`src/hdl/bounded_deque_with_delete_unit_macros.svh`:
```
// Assertion macros used by the deque unit.
`ifndef BOUNDED_DEQUE_WITH_DELETE_UNIT_MACROS_SVH
`define BOUNDED_DEQUE_WITH_DELETE_UNIT_MACROS_SVH

`ifndef NO_ASSERTIONS
// Check that prop holds at every clock edge out of reset.
`define BDQ_ASSERT(lbl, clk, rstn, prop, msg) \
	lbl: assert property (@(posedge clk) disable iff (!rstn) prop) else $error(msg);
// Check that cond never holds out of reset.
`define BDQ_NEVER(lbl, clk, rstn, cond, msg) \
	lbl: assert property (@(posedge clk) disable iff (!rstn) !(cond)) else $error(msg);
`else
`define BDQ_ASSERT(lbl, clk, rstn, prop, msg)
`define BDQ_NEVER(lbl, clk, rstn, cond, msg)
`endif

`endif

```
`src/hdl/bdq_pkg.sv`:
```
`timescale 1ns / 1ps
package bdq_pkg;

	localparam int DEPTH   = 16;
	localparam int IDX_W   = $clog2(DEPTH);
	localparam int CNT_W   = $clog2(DEPTH + 1);
	localparam int OP_W    = 3;
	localparam int VAL_W   = 32;
	localparam int STAT_W  = 2;
	localparam int POS_W   = 4;
	localparam int COUNT_W = 5;

	typedef enum logic [OP_W-1:0] {
		OP_PUSH_FRONT = 3'd0,
		OP_PUSH_BACK  = 3'd1,
		OP_POP_FRONT  = 3'd2,
		OP_POP_BACK   = 3'd3,
		OP_DELETE     = 3'd4,
		OP_FIND       = 3'd5
	} op_t;

	typedef enum logic [STAT_W-1:0] {
		ST_DONE  = 2'd0,
		ST_EMPTY = 2'd1,
		ST_FULL  = 2'd2
	} status_t;

	// Command broadcast to every cell for one beat.
	typedef struct packed {
		logic                    push_front;
		logic                    push_back;
		logic                    pop_front;
		logic                    del;
		logic signed [VAL_W-1:0] key;
	} bdq_cmd_t;

endpackage

```
`src/hdl/bdq_cell.sv`:
```
`timescale 1ns / 1ps
module bdq_cell
	import bdq_pkg::*;
(
	input  logic                    clk,
	input  bdq_cmd_t                cmd,
	input  logic                    occ,
	input  logic                    prev_occ,
	input  logic signed [VAL_W-1:0] left_val,
	input  logic signed [VAL_W-1:0] right_val,
	input  logic                    hit_in,
	output logic signed [VAL_W-1:0] val,
	output logic                    hit_out,
	output logic                    first
);

	logic signed [VAL_W-1:0] val_q;
	logic                    match;

	assign match   = occ && (val_q == cmd.key);
	assign hit_out = hit_in | match;
	assign first   = match & ~hit_in;
	assign val     = val_q;

	always_ff @(posedge clk) begin
		if (cmd.pop_front) begin
			val_q <= right_val;
		end else if (cmd.push_front) begin
			val_q <= left_val;
		end else if (cmd.push_back && !occ && prev_occ) begin
			val_q <= cmd.key;
		end else if (cmd.del && occ && hit_out) begin
			// close the gap: everything from the match on moves one step forward
			val_q <= right_val;
		end
	end

endmodule

```
`config.mk`:
```
export PLATFORM = sky130hd
export DESIGN_NAME = bdq_cell
export DESIGN_NICKNAME = d
export VERILOG_FILES = /design/src/hdl/bounded_deque_with_delete_unit_macros.svh /design/src/hdl/bdq_pkg.sv /design/src/hdl/bdq_cell.sv
export SDC_FILE = /design/constraint.sdc
export NUM_CORES = 1
export LEC_CHECK = 0
export ABC_CLOCK_PERIOD_IN_PS = 8100
export BUFFER_PORTS_ARGS = -buffer_cell sky130_fd_sc_hd__buf_2
export CAP_MARGIN = 20
export CORE_MARGIN = 2
export CORE_UTILIZATION = 46
export CTS_CLUSTER_DIAMETER = 60
export DETAILED_ROUTE_END_ITERATION = 10
export HOLD_SLACK_MARGIN = 0.08
export PLACE_DENSITY = 0.87
export SLEW_MARGIN = 20
export SYNTH_ARGS = -nofsm -noshare
export SYNTH_HDL_FRONTEND = slang
export SYNTH_SLANG_ARGS = --single-unit
```
`constraint.sdc`:
```
create_clock -name clk -period 8.1 [get_ports clk]
set_clock_uncertainty 0.2 [all_clocks]
set_input_delay 0.405 -clock clk [delete_from_list [all_inputs] [get_ports clk]]
set_output_delay 0.405 -clock clk [all_outputs]
set_load 0.01 [all_outputs]
```
==> flow_metrics.py, run 1 <==
metrics = {
    "synth": {
        "synth_cell_types": 21,
        "yosysTopAreaCell": "edfxtp_1",
        "yosys-top-cells-area": "edfxtp_1 46%, a22oi_1 22%, xnor2_1 13%, o21ai_1 7.7%, nand4_1 2.1%",
        "synth-seq-cells": 32,
        "synth_cells": 198,
        "ys.warnings.count": 0,
        "syn_nets": 302,
        "seq_area_frac_synth_pct": 45.93,
        "synth_area_um2": 2092,
        "syn_area_per_cell_um2": 10.57,
        "synth_top_area_share_pct": 45.93,
    },
    "timing": {
        "worst_pin_slew_ns": 1.023,
        "hold-worst-slack_ns": 0.2338,
        "clock.fmax_ghz": 0.3535,
        "hold_violations": 0,
        "period_share_pct": 34.93,
        "fin_crit_ns": 2.829,
        "slew_headroom_pct": 31.50,
        "setup_tns_ns": 0,
        "drv_slew": 0,
        "setup_viol": 0,
        "rsz0062_at_grt": "no",
    },
    "placed_design": {
        "place_area_um2": 2800,
        "dp.cells": 372,
        "gp_congestion": 0.8623,
        "io_buffers": 137,
        "hpwl_mm": 4.919,
    },
    "global_routing": {
        "grt_pass1_wl_mm": 10.23,
        "grt_pass1_vias": 2143,
        "grt_max_degree": 37,
        "overflow": 0,
        "grt_use_total_pct": 25.22,
        "antenna_found_initial": 0,
    },
    "floorplan": {
        "die_x_um": 71.44,
        "io_pins": 138,
        "die_y_um": 71.44,
        "core_area_um2": 4354,
        "start_util_pct": 48.05,
        "die-area_um2": 5103,
        "rows": 24,
    },
    "setup_path": {
        "worst_setup_path_end_kind": "register",
        "cp-startpoint": "val[30]",
        "start_kind": "register",
        "worstPathRequired_ns": 7.79,
        "reg2reg_from": "val[30]",
        "crit_arrival_ns": 2.52,
        "cp_max_fo": 32,
        "path_class": "reg2reg",
    },
    "clock_network": {
        "numCtsBuffers": 5,
        "clockRootBuffer": "clkbuf_8",
        "cts_buffer_depth": 2,
        "cts_max_level": 2,
        "cts_tree": "built",
        "clock_latency_ns": 0.27,
        "cts_setup_buffers": 0,
        "cts_hold_buf": 0,
        "ctsResizeCount": 0,
        "cts_sinks": 32,
        "clkSlewWorstSetupHoldPaths_ns": 0.06,
    },
    "layout": {
        "layout_common_cells": "137 x buf_2, 62 x a22oi_1, 32 x o21ai_1, 32 x edfxtp_1, 30 x xnor2_1",
        "largest_register_ffs": 32,
        "final_nets": 431,
        "fin_area_um2": 2908,
        "layout_commonest_cell": "buf_2",
        "area_growth_pct": 39.00,
        "nFillCells": 351,
        "drive_above_1_share_pct": 45.43,
        "multi_input_area_um2": 1081,
        "final-seq-area_um2": 960.9,
        "final_cell_count_no_fill": 380,
        "num_antenna_cells": 0,
    },
    "power": {
        "p_per_area_nw_per_um2": 176.0,
        "switching_power_uw": 142.4,
        "pwr-share-clk_pct": 28.4,
        "combPwrFrac_pct": 27.6,
        "ir_drop_mv": 0.1264,
        "seqPwrFrac_pct": 44.0,
        "sw_frac_of_total_pct": 27.84,
        "intPower_uw": 369.2,
        "p_leak_nw": 1.226,
    },
    "route": {
        "viasPerCell": 6.005,
        "routed_wl_mm": 6.678,
        "drc": 0,
        "drtAntennaViolNets": 0,
        "drt_iter0_markers": 250,
        "wl_per_cell_um": 17.57,
        "dr.pass1.iters": 6,
        "num_vias": 2282,
    },
    "min_path": {
        "worst_hold_path_type": "in2reg",
        "min_from": "left_val[15]",
    },
    "job": {
        "maxCapViolCount": 0,
    },
    "run_status": {
        "outcome": "completed",
    },
}
## logic make-up (layout without fill, tap and decap cells)
kind of cell,after synthesis,in the layout,synth area share [%]
AOI/OAI and AO/OA,98,98,31.28
and+or+nand+nor,20,20,6.101
buffers and inverters,16,146,3.289
DFF,32,32,45.93
xor gates and xnor gates,32,32,13.40
## layout make-up
type	count	area share (%)
clock buffers	6	2.496
multi-input cells	150	37.18
clock inverters	2	1.205
repair buffers	138	23.84
well taps	52	2.238
flip-flops and latches	32	33.05
## synthesized netlist by cell type, drive strengths merged
library cell,count
a22oi,62
o21ai,33
edfxtp,32
xnor2,30
clkbuf,9
buf,7
nand4,7
nand3,2
nor2,2
nor2b,2
nor3,2
xor2,2
a21oi,1
a31oi,1
nand2,1
nand2b,1
nand3b,1
nor3b,1
nor4,1
o211ai,1
## final timing paths
kind / endpoint / slack [ns] / cells after the start
worst min-delay path: val[15] / 0.23 / 3
worst max-delay path: val[11] / 5.27 / 5
worst max register to register: val[11] / 5.27 / 5
worst min register to register: val[1] / 1.20 / 5
## routing by layer
layer / GRT usage (%) / share of wire [%] / vias to the layer above / wire (um)
li1: - / - / 1054 / -
met1: 31.87 / 39 / 1060 / 2574
met2: 45.37 / 50 / 154 / 3367
met3: 3.376 / 8.8 / 14 / 585
met4: 6.709 / 2.3 / 0 / 151
met5: 0 / 0 / - / 0
## per-stage QoR
stage | power [mW] | worst slack, ns | utilization (%)
global route | 0.5368 | 5.105 | 66.78
finish | 0.5116 | 5.271 | 66.78
CTS | 0.5141 | 5.257 | 66.78
global placement | 0.3658 | 5.149 | 64.20
floorplan | 0.2991 | 5.446 | -
detailed placement | 0.3689 | 5.136 | 64.31
## worst max-delay path, cell delays in order, from the launching register on
cell and delay (ns):
edfxtp_1 0.41, xnor2_1 0.26, nand4_1 0.13, nor4_1 0.32, nand3_1 0.24, o211ai_4 0.88
## power by group through the flow
stage	Clock [mW]	Combinational (mW)	Sequential [mW]
final	0.145	0.141	0.225
after global routing	0.156	0.153	0.229
after CTS	0.148	0.141	0.225
after detailed placement	0	0.140	0.229
after global placement	0	0.138	0.228
after floorplan	0	0.0606	0.238
Note: power is estimated with default switching activity, not from simulation.
==> inputs of run 2 (changes only) <==
Settings changed: ABC_AREA from default to 1, ABC_CLOCK_PERIOD_IN_PS 8100 to 2400, CORE_UTILIZATION 46 to 42, PLACE_DENSITY 0.87 to 0.77.
Clock period 8.1 ns to 2.4 ns, I/O delays scaled along.
==> run 2 against run 1 <==
  * Die area grew 42%
  * Register-to-register slack got worse by 5.1 ns
  * Non-clock buffer count is 70 higher
  * Synthesized cell count grew 100%
  * Highest routed layer unchanged
  * Area after synthesis increased by 32%
==> flow_metrics.py, run 2 <==
metrics = {
    "route": {
        "dr.pass1.iters": 4,
        "viasPerCell": 5.321,
        "drt_iter0_markers": 190,
        "wl_per_cell_um": 14.94,
        "drtAntennaViolNets": 0,
        "routed_wl_mm": 9.996,
        "num_vias": 3560,
        "drc": 0,
    },
    "timing": {
        "clock.fmax_ghz": 0.4466,
        "fin_crit_ns": 2.239,
        "setup_viol": 0,
        "setup_tns_ns": 0,
        "fin_ws_ns": 0.1608,
        "period_share_pct": 93.30,
        "drv_slew": 0,
        "hold_violations": 0,
        "rsz0062_at_grt": "no",
        "slew_headroom_pct": 31.74,
        "worst_pin_slew_ns": 1.023,
    },
    "layout": {
        "drive_above_1_share_pct": 27.70,
        "final_nets": 698,
        "fin_area_um2": 4205,
        "layout_common_cells": "137 x buf_2, 124 x nand2_1, 64 x dlygate4sd3_1",
        "largest_register_ffs": 32,
        "num_antenna_cells": 0,
        "final_cell_count_no_fill": 669,
        "area_growth_pct": 52.36,
        "layout_commonest_cell": "buf_2",
    },
    "synth": {
        "synth-seq-cells": 32,
        "ys.warnings.count": 0,
        "synth_area_um2": 2760,
        "synth_cells": 400,
        "synth_cell_types": 24,
        "yosys-top-cells-area": "edfxtp_1 35%, nand2_1 17%, nor2_1 7.1%, nand3_1 6.3%, inv_1 6.0%",
        "syn_area_per_cell_um2": 6.900,
        "synth.top_cells.by_count": "125 x nand2_1, 52 x nor2_1, 44 x inv_1",
        "yosysMostFrequentCell": "nand2_1",
        "syn_nets": 504,
        "synth_top_area_share_pct": 34.81,
        "seq_area_frac_synth_pct": 34.81,
        "synthArstFlopShare_pct": 0,
        "yosysTopAreaCell": "edfxtp_1",
        "synthFlopType": "edfxtp_1",
        "synth_edf_count": 32,
    },
    "placed_design": {
        "io_buffers": 137,
        "gp_congestion": 0.9037,
        "place_area_um2": 3496,
        "pre_cts_slack_ns": 0.1816,
        "dp.cells": 600,
        "hpwl_mm": 6.988,
    },
    "floorplan": {
        "start_util_pct": 43.47,
        "die_y_um": 85.07,
        "die_x_um": 85.07,
        "core_area_um2": 6350,
        "rows": 29,
        "io_pins": 138,
        "die-area_um2": 7236,
    },
    "global_routing": {
        "grt_max_degree": 53,
        "grt_pass1_wl_mm": 16.06,
        "antenna_found_initial": 0,
        "grt_use_total_pct": 27.80,
        "use_met3_pct": 5.253,
        "grt_pass1_vias": 3503,
        "use_met1_pct": 33.25,
        "grtUsageMet2_pct": 49.08,
        "busiest_layer": "met2",
        "overflow": 0,
    },
    "clock_network": {
        "cts_hold_buf": 64,
        "ctsResizeCount": 0,
        "cts_setup_buffers": 0,
        "cts_buffer_depth": 2,
        "cts_tree": "built",
        "numCtsBuffers": 5,
        "clkSlewWorstSetupHoldPaths_ns": 0.07,
        "cts_max_level": 2,
        "cts_sinks": 32,
        "clock_latency_ns": 0.29,
        "clockRootBuffer": "clkbuf_8",
    },
    "setup_path": {
        "start_kind": "primary input",
        "cp-startpoint": "occ",
        "cp_max_fo": 52,
        "worst_setup_path_end_kind": "register",
        "path_class": "in2reg",
        "worstPathRequired_ns": 2.24,
        "crit_arrival_ns": 2.07,
        "reg2reg_from": "val[20]",
        "ff2ff_setup_slack_ns": 0.16,
    },
    "power": {
        "p_leak_nw": 2.054,
        "ir_drop_mv": 0.2634,
        "p_per_area_nw_per_um2": 445.0,
    },
    "job": {
        "maxCapViolCount": 0,
    },
    "min_path": {
        "min_from": "cmd[32]",
        "worst_hold_path_type": "in2reg",
    },
    "run_status": {
        "outcome": "completed",
    },
}
[run 2: routing by layer]
layer | wire [um] | vias to the layer above | part of all wire (%)
met1 | 3949 | 1651 | 40
met5 | 0 | - | 0
li1 | - | 1716 | -
met3 | 723 | 27 | 7.2
met4 | 256 | 0 | 2.6
met2 | 5067 | 166 | 51
[run 2: kinds of logic after synthesis]
family,after synthesis,synth area share [%]
compound gates,58,16.55
xor+xnor,13,4.125
buf+inv,67,9.928
flops,32,34.81
simple gates,230,34.59
[run 2: layout make-up]
cell class                 count  area, um2
fill                         558       2145
inverter                      46      172.7
multi-input combinational    301       1528
tap                           77      96.34
sequential                    32      960.9
clock buffer                   5      68.82
timing repair buffer         208       1379
[run 2: final timing paths]
path	depth (start not counted)	to
max	9	val[31]
min	6	val[19]
max reg2reg	10	val[11]
min reg2reg	8	val[19]
[run 2: metrics by stage]
step / total power [mW] / hold WS (ns) / util (%)
final: 1.871 / 0.2810 / 66.23
after global routing: 1.981 / 0.3002 / 66.23
after CTS: 1.864 / 0.2713 / 66.23
after detailed placement: 1.377 / 0.2398 / 55.05
after global placement: 1.365 / 0.2398 / 55.05
after floorplan: 1.111 / 0.09440 / -
[run 2: report_power, final]
part / internal (mW) / total [mW] / switching (mW)
combinational: 0.346 / 0.726 / 0.380
sequential: 0.707 / 0.763 / 0.0556
clock: 0.187 / 0.382 / 0.195
[run 2: critical path, stage by stage]
cell and delay, ns:
buf_2 0.12, inv_2 0.07, nand3_2 0.26, inv_2 0.13, buf_4 0.43, nand2_1 0.14, o21ai_0 0.11, o211ai_1 0.09
dlygate4sd3_1 0.56
==> inputs of run 3 (changes only) <==
Settings changed: ABC_AREA 1 to default, CORE_UTILIZATION 42 to 38, CTS_CLUSTER_SIZE from default to 28.
==> run 3 against run 2 <==
  * The run now fails in clock tree synthesis (4_1_cts)
  * Area after synthesis down 24%
  * Synthesized cell count down 51%
==> flow_metrics.py, run 3 <==
metrics = {
    "run_status": {
        "outcome": "stopped before the end",
        "firstError": "[ERROR RSZ-0060] Max buffer count reached.",
        "flow.stopped_at": "clock tree synthesis (4_1_cts)",
    },
    "clock_network": {
        "ctsResizeCount": 0,
        "cts_sinks": 32,
        "cts_buffer_depth": 2,
        "numCtsBuffers": 5,
        "cts_max_level": 2,
        "cts_hold_buf": 102,
        "clockRootBuffer": "clkbuf_8",
        "cts_setup_buffers": 0,
    },
    "synth": {
        "synth_cell_types": 21,
        "synth.top_cells.by_count": "62 x a22oi_1, 32 x edfxtp_1, 32 x o21ai_1",
        "synth_cells": 198,
        "yosysMostFrequentCell": "a22oi_1",
        "syn_nets": 302,
        "synthArstFlopShare_pct": 0,
        "synth_top_area_share_pct": 45.93,
        "syn_area_per_cell_um2": 10.57,
        "ys.warnings.count": 0,
        "synth-seq-cells": 32,
        "yosys-top-cells-area": "edfxtp_1 46%, a22oi_1 22%, xnor2_1 13%, o21ai_1 7.7%, nand4_1 2.1%",
        "synthFlopType": "edfxtp_1",
        "seq_area_frac_synth_pct": 45.93,
        "synth_area_um2": 2092,
        "synth_edf_count": 32,
        "yosysTopAreaCell": "edfxtp_1",
    },
    "floorplan": {
        "start_util_pct": 38.70,
        "die_x_um": 78.20,
        "rows": 27,
        "io_pins": 138,
        "die_y_um": 78.20,
    },
    "placed_design": {
        "io_buffers": 137,
        "hpwl_mm": 5.164,
        "gp_congestion": 0.8413,
        "pre_cts_slack_ns": 0.1130,
        "place_area_um2": 2885,
    },
}
## run 3: cell types whose count changed after synthesis, sizes merged, moves of 3 or more
| cell | delta |
|---|---|
| o211ai | -20 |
| inv | -46 |
| xnor2 | +22 |
| a22oi | +62 |
| o21ai | +9 |
| nand2 | -124 |
| o311ai | -12 |
| or2 | -3 |
| nor2 | -50 |
| xor2 | -3 |
| nand3 | -34 |
| clkbuf | -4 |
## run 3: logic make-up after synthesis
| group | after synthesis | share of synthesized area, % |
|---|---|---|
| compound gates | 98 | 31.28 |
| simple gates | 20 | 6.101 |
| xor+xnor | 32 | 13.40 |
| flops | 32 | 45.93 |
| buf+inv | 16 | 3.289 |
## run 3: stage by stage
| step | cells | utilization, % |
|---|---|---|
| floorplan | 198 | - |
| global placement | 399 | 53.38 |
| detailed placement | 399 | 53.38 |
==> inputs of run 4 (changes only) <==
Settings changed: ABC_CLOCK_PERIOD_IN_PS 2400 to 3120, CORE_UTILIZATION 38 to 35, CTS_CLUSTER_DIAMETER 60 to default, CTS_CLUSTER_SIZE 28 to default, HOLD_SLACK_MARGIN 0.08 to default, PLACE_DENSITY 0.77 to default, PLACE_DENSITY_LB_ADDON from default to 0.15.
Clock period 2.4 ns to 3.12 ns, I/O delays scaled along.
==> run 4 against run 3 <==
  * The flow now finishes without violations
==> flow_metrics.py, run 4 (synthesis results as in run 1) <==
metrics = {
    "run_status": {
        "outcome": "completed",
    },
    "route": {
        "routed_wl_mm": 6.982,
        "viasPerCell": 5.147,
        "drtAntennaViolNets": 0,
        "dr.pass1.iters": 5,
        "drt_iter0_markers": 115,
        "drc": 0,
        "wl_per_cell_um": 16.09,
        "num_vias": 2234,
    },
    "timing": {
        "rsz0062_at_grt": "no",
        "slew_headroom_pct": 54.12,
        "hold_violations": 0,
        "setup_tns_ns": 0,
        "setup_viol": 0,
        "worst_pin_slew_ns": 0.6882,
        "hold-worst-slack_ns": 0.003448,
        "fin_crit_ns": 2.409,
        "clock.fmax_ghz": 0.4150,
        "fin_ws_ns": 0.7106,
        "drv_slew": 0,
        "period_share_pct": 77.22,
    },
    "power": {
        "p_per_area_nw_per_um2": 396.8,
        "ir_drop_mv": 0.2235,
        "finalPower_mw": 1.275,
        "p_leak_nw": 1.345,
    },
    "setup_path": {
        "max_stage_delay_ns": 0.41,
        "start_kind": "register",
        "cp_max_fo": 19,
        "crit_arrival_ns": 2.17,
        "worst_setup_path_end_kind": "register",
        "cp_slowest_cell": "edfxtp_1",
        "crit_chain": "xnor2_1, nand4_1, nor4_1, nand3_1, o211ai_4, buf_4",
        "worstPathRequired_ns": 2.88,
        "path_class": "reg2reg",
    },
    "clock_network": {
        "cts_buffer_depth": 2,
        "clock_latency_ns": 0.28,
        "numCtsBuffers": 5,
        "cts_max_level": 2,
        "clockRootBuffer": "clkbuf_8",
        "cts_sinks": 32,
        "clkSlewWorstSetupHoldPaths_ns": 0.06,
        "cts_tree": "built",
    },
    "layout": {
        "final_cell_count_no_fill": 434,
        "final_nets": 462,
        "num_antenna_cells": 0,
        "layout_commonest_cell": "buf_2",
        "drive_above_1_share_pct": 42.34,
        "layout_common_cells": "137 x buf_2, 62 x a22oi_1, 32 x o21ai_1, 32 x edfxtp_1, 30 x xnor2_1",
        "largest_register_ffs": 32,
        "area_growth_pct": 53.65,
        "fin_util_pct": 54.94,
        "nFillCells": 528,
        "fin_area_um2": 3214,
    },
    "placed_design": {
        "dp.cells": 400,
        "pre_cts_slack_ns": 0.6958,
        "place_area_um2": 2874,
        "gp_congestion": 0.7735,
        "hpwl_mm": 5.090,
        "io_buffers": 137,
    },
    "global_routing": {
        "grt_pass1_vias": 2137,
        "grt_pass1_wl_mm": 10.45,
        "grt_use_total_pct": 21.24,
        "grt_max_degree": 36,
        "overflow": 0,
        "antenna_found_initial": 0,
    },
    "floorplan": {
        "start_util_pct": 35.76,
        "rows": 28,
        "io_pins": 138,
        "die-area_um2": 6611,
        "core_area_um2": 5851,
        "die_x_um": 81.31,
        "die_y_um": 81.31,
    },
    "job": {
        "maxCapViolCount": 0,
    },
    "min_path": {
        "worst_hold_path_type": "in2reg",
    },
}
[run 4: path summary, 6_finish.rpt]
check	slack, ns	endpoint	depth (start not counted)	startpoint
setup / recovery	0.71	val[19]	6	val[9]
setup reg to reg	0.71	val[19]	6	val[9]
hold reg to reg	0.97	val[30]	6	val[29]
hold / removal	0.003	val[20]	3	left_val[20]
[run 4: routing by layer]
metal | track usage, % | vias up | wire, um
met3 | 5.778 | 6 | 579
met1 | 27.04 | 1018 | 3052
met4 | 4.576 | 0 | 59
met2 | 35.98 | 90 | 3290
li1 | - | 1120 | -
met5 | 0 | - | 0
[run 4: cell type report]
type                    instances  area (um2)  share of cell area, %
clock buffers                   7       76.32                  2.374
multi-input cells             150        1076                  33.48
repair buffers                169        1003                  31.22
well taps                      75       93.84                  2.919
flip-flops and latches         32       960.9                  29.89
clock inverters                 1       3.754                 0.1168
[run 4: power breakdown]
part	internal, mW	switching [mW]
combinational	0.203	0.194
sequential	0.545	0.0365
clock	0.155	0.143
total	0.902	0.373
[run 4: critical path, delay by kind of cell, from the launching register on]
| kind | cells | cell delay, ns |
|---|---|---|
| buffers and inverters | 1 | 0.29 |
| AOI/OAI and AO/OA | 1 | 0.23 |
| DFF | 1 | 0.41 |
| xor gates and xnor gates | 1 | 0.27 |
| and+or+nand+nor | 3 | 0.68 |
[run 4: what timing repair did]
action                    4_1_cts  5_1_grt
resized for setup               0        0
hold buffers                   26        0
setup buffers                   0        0
hold endpoints to repair       25        0
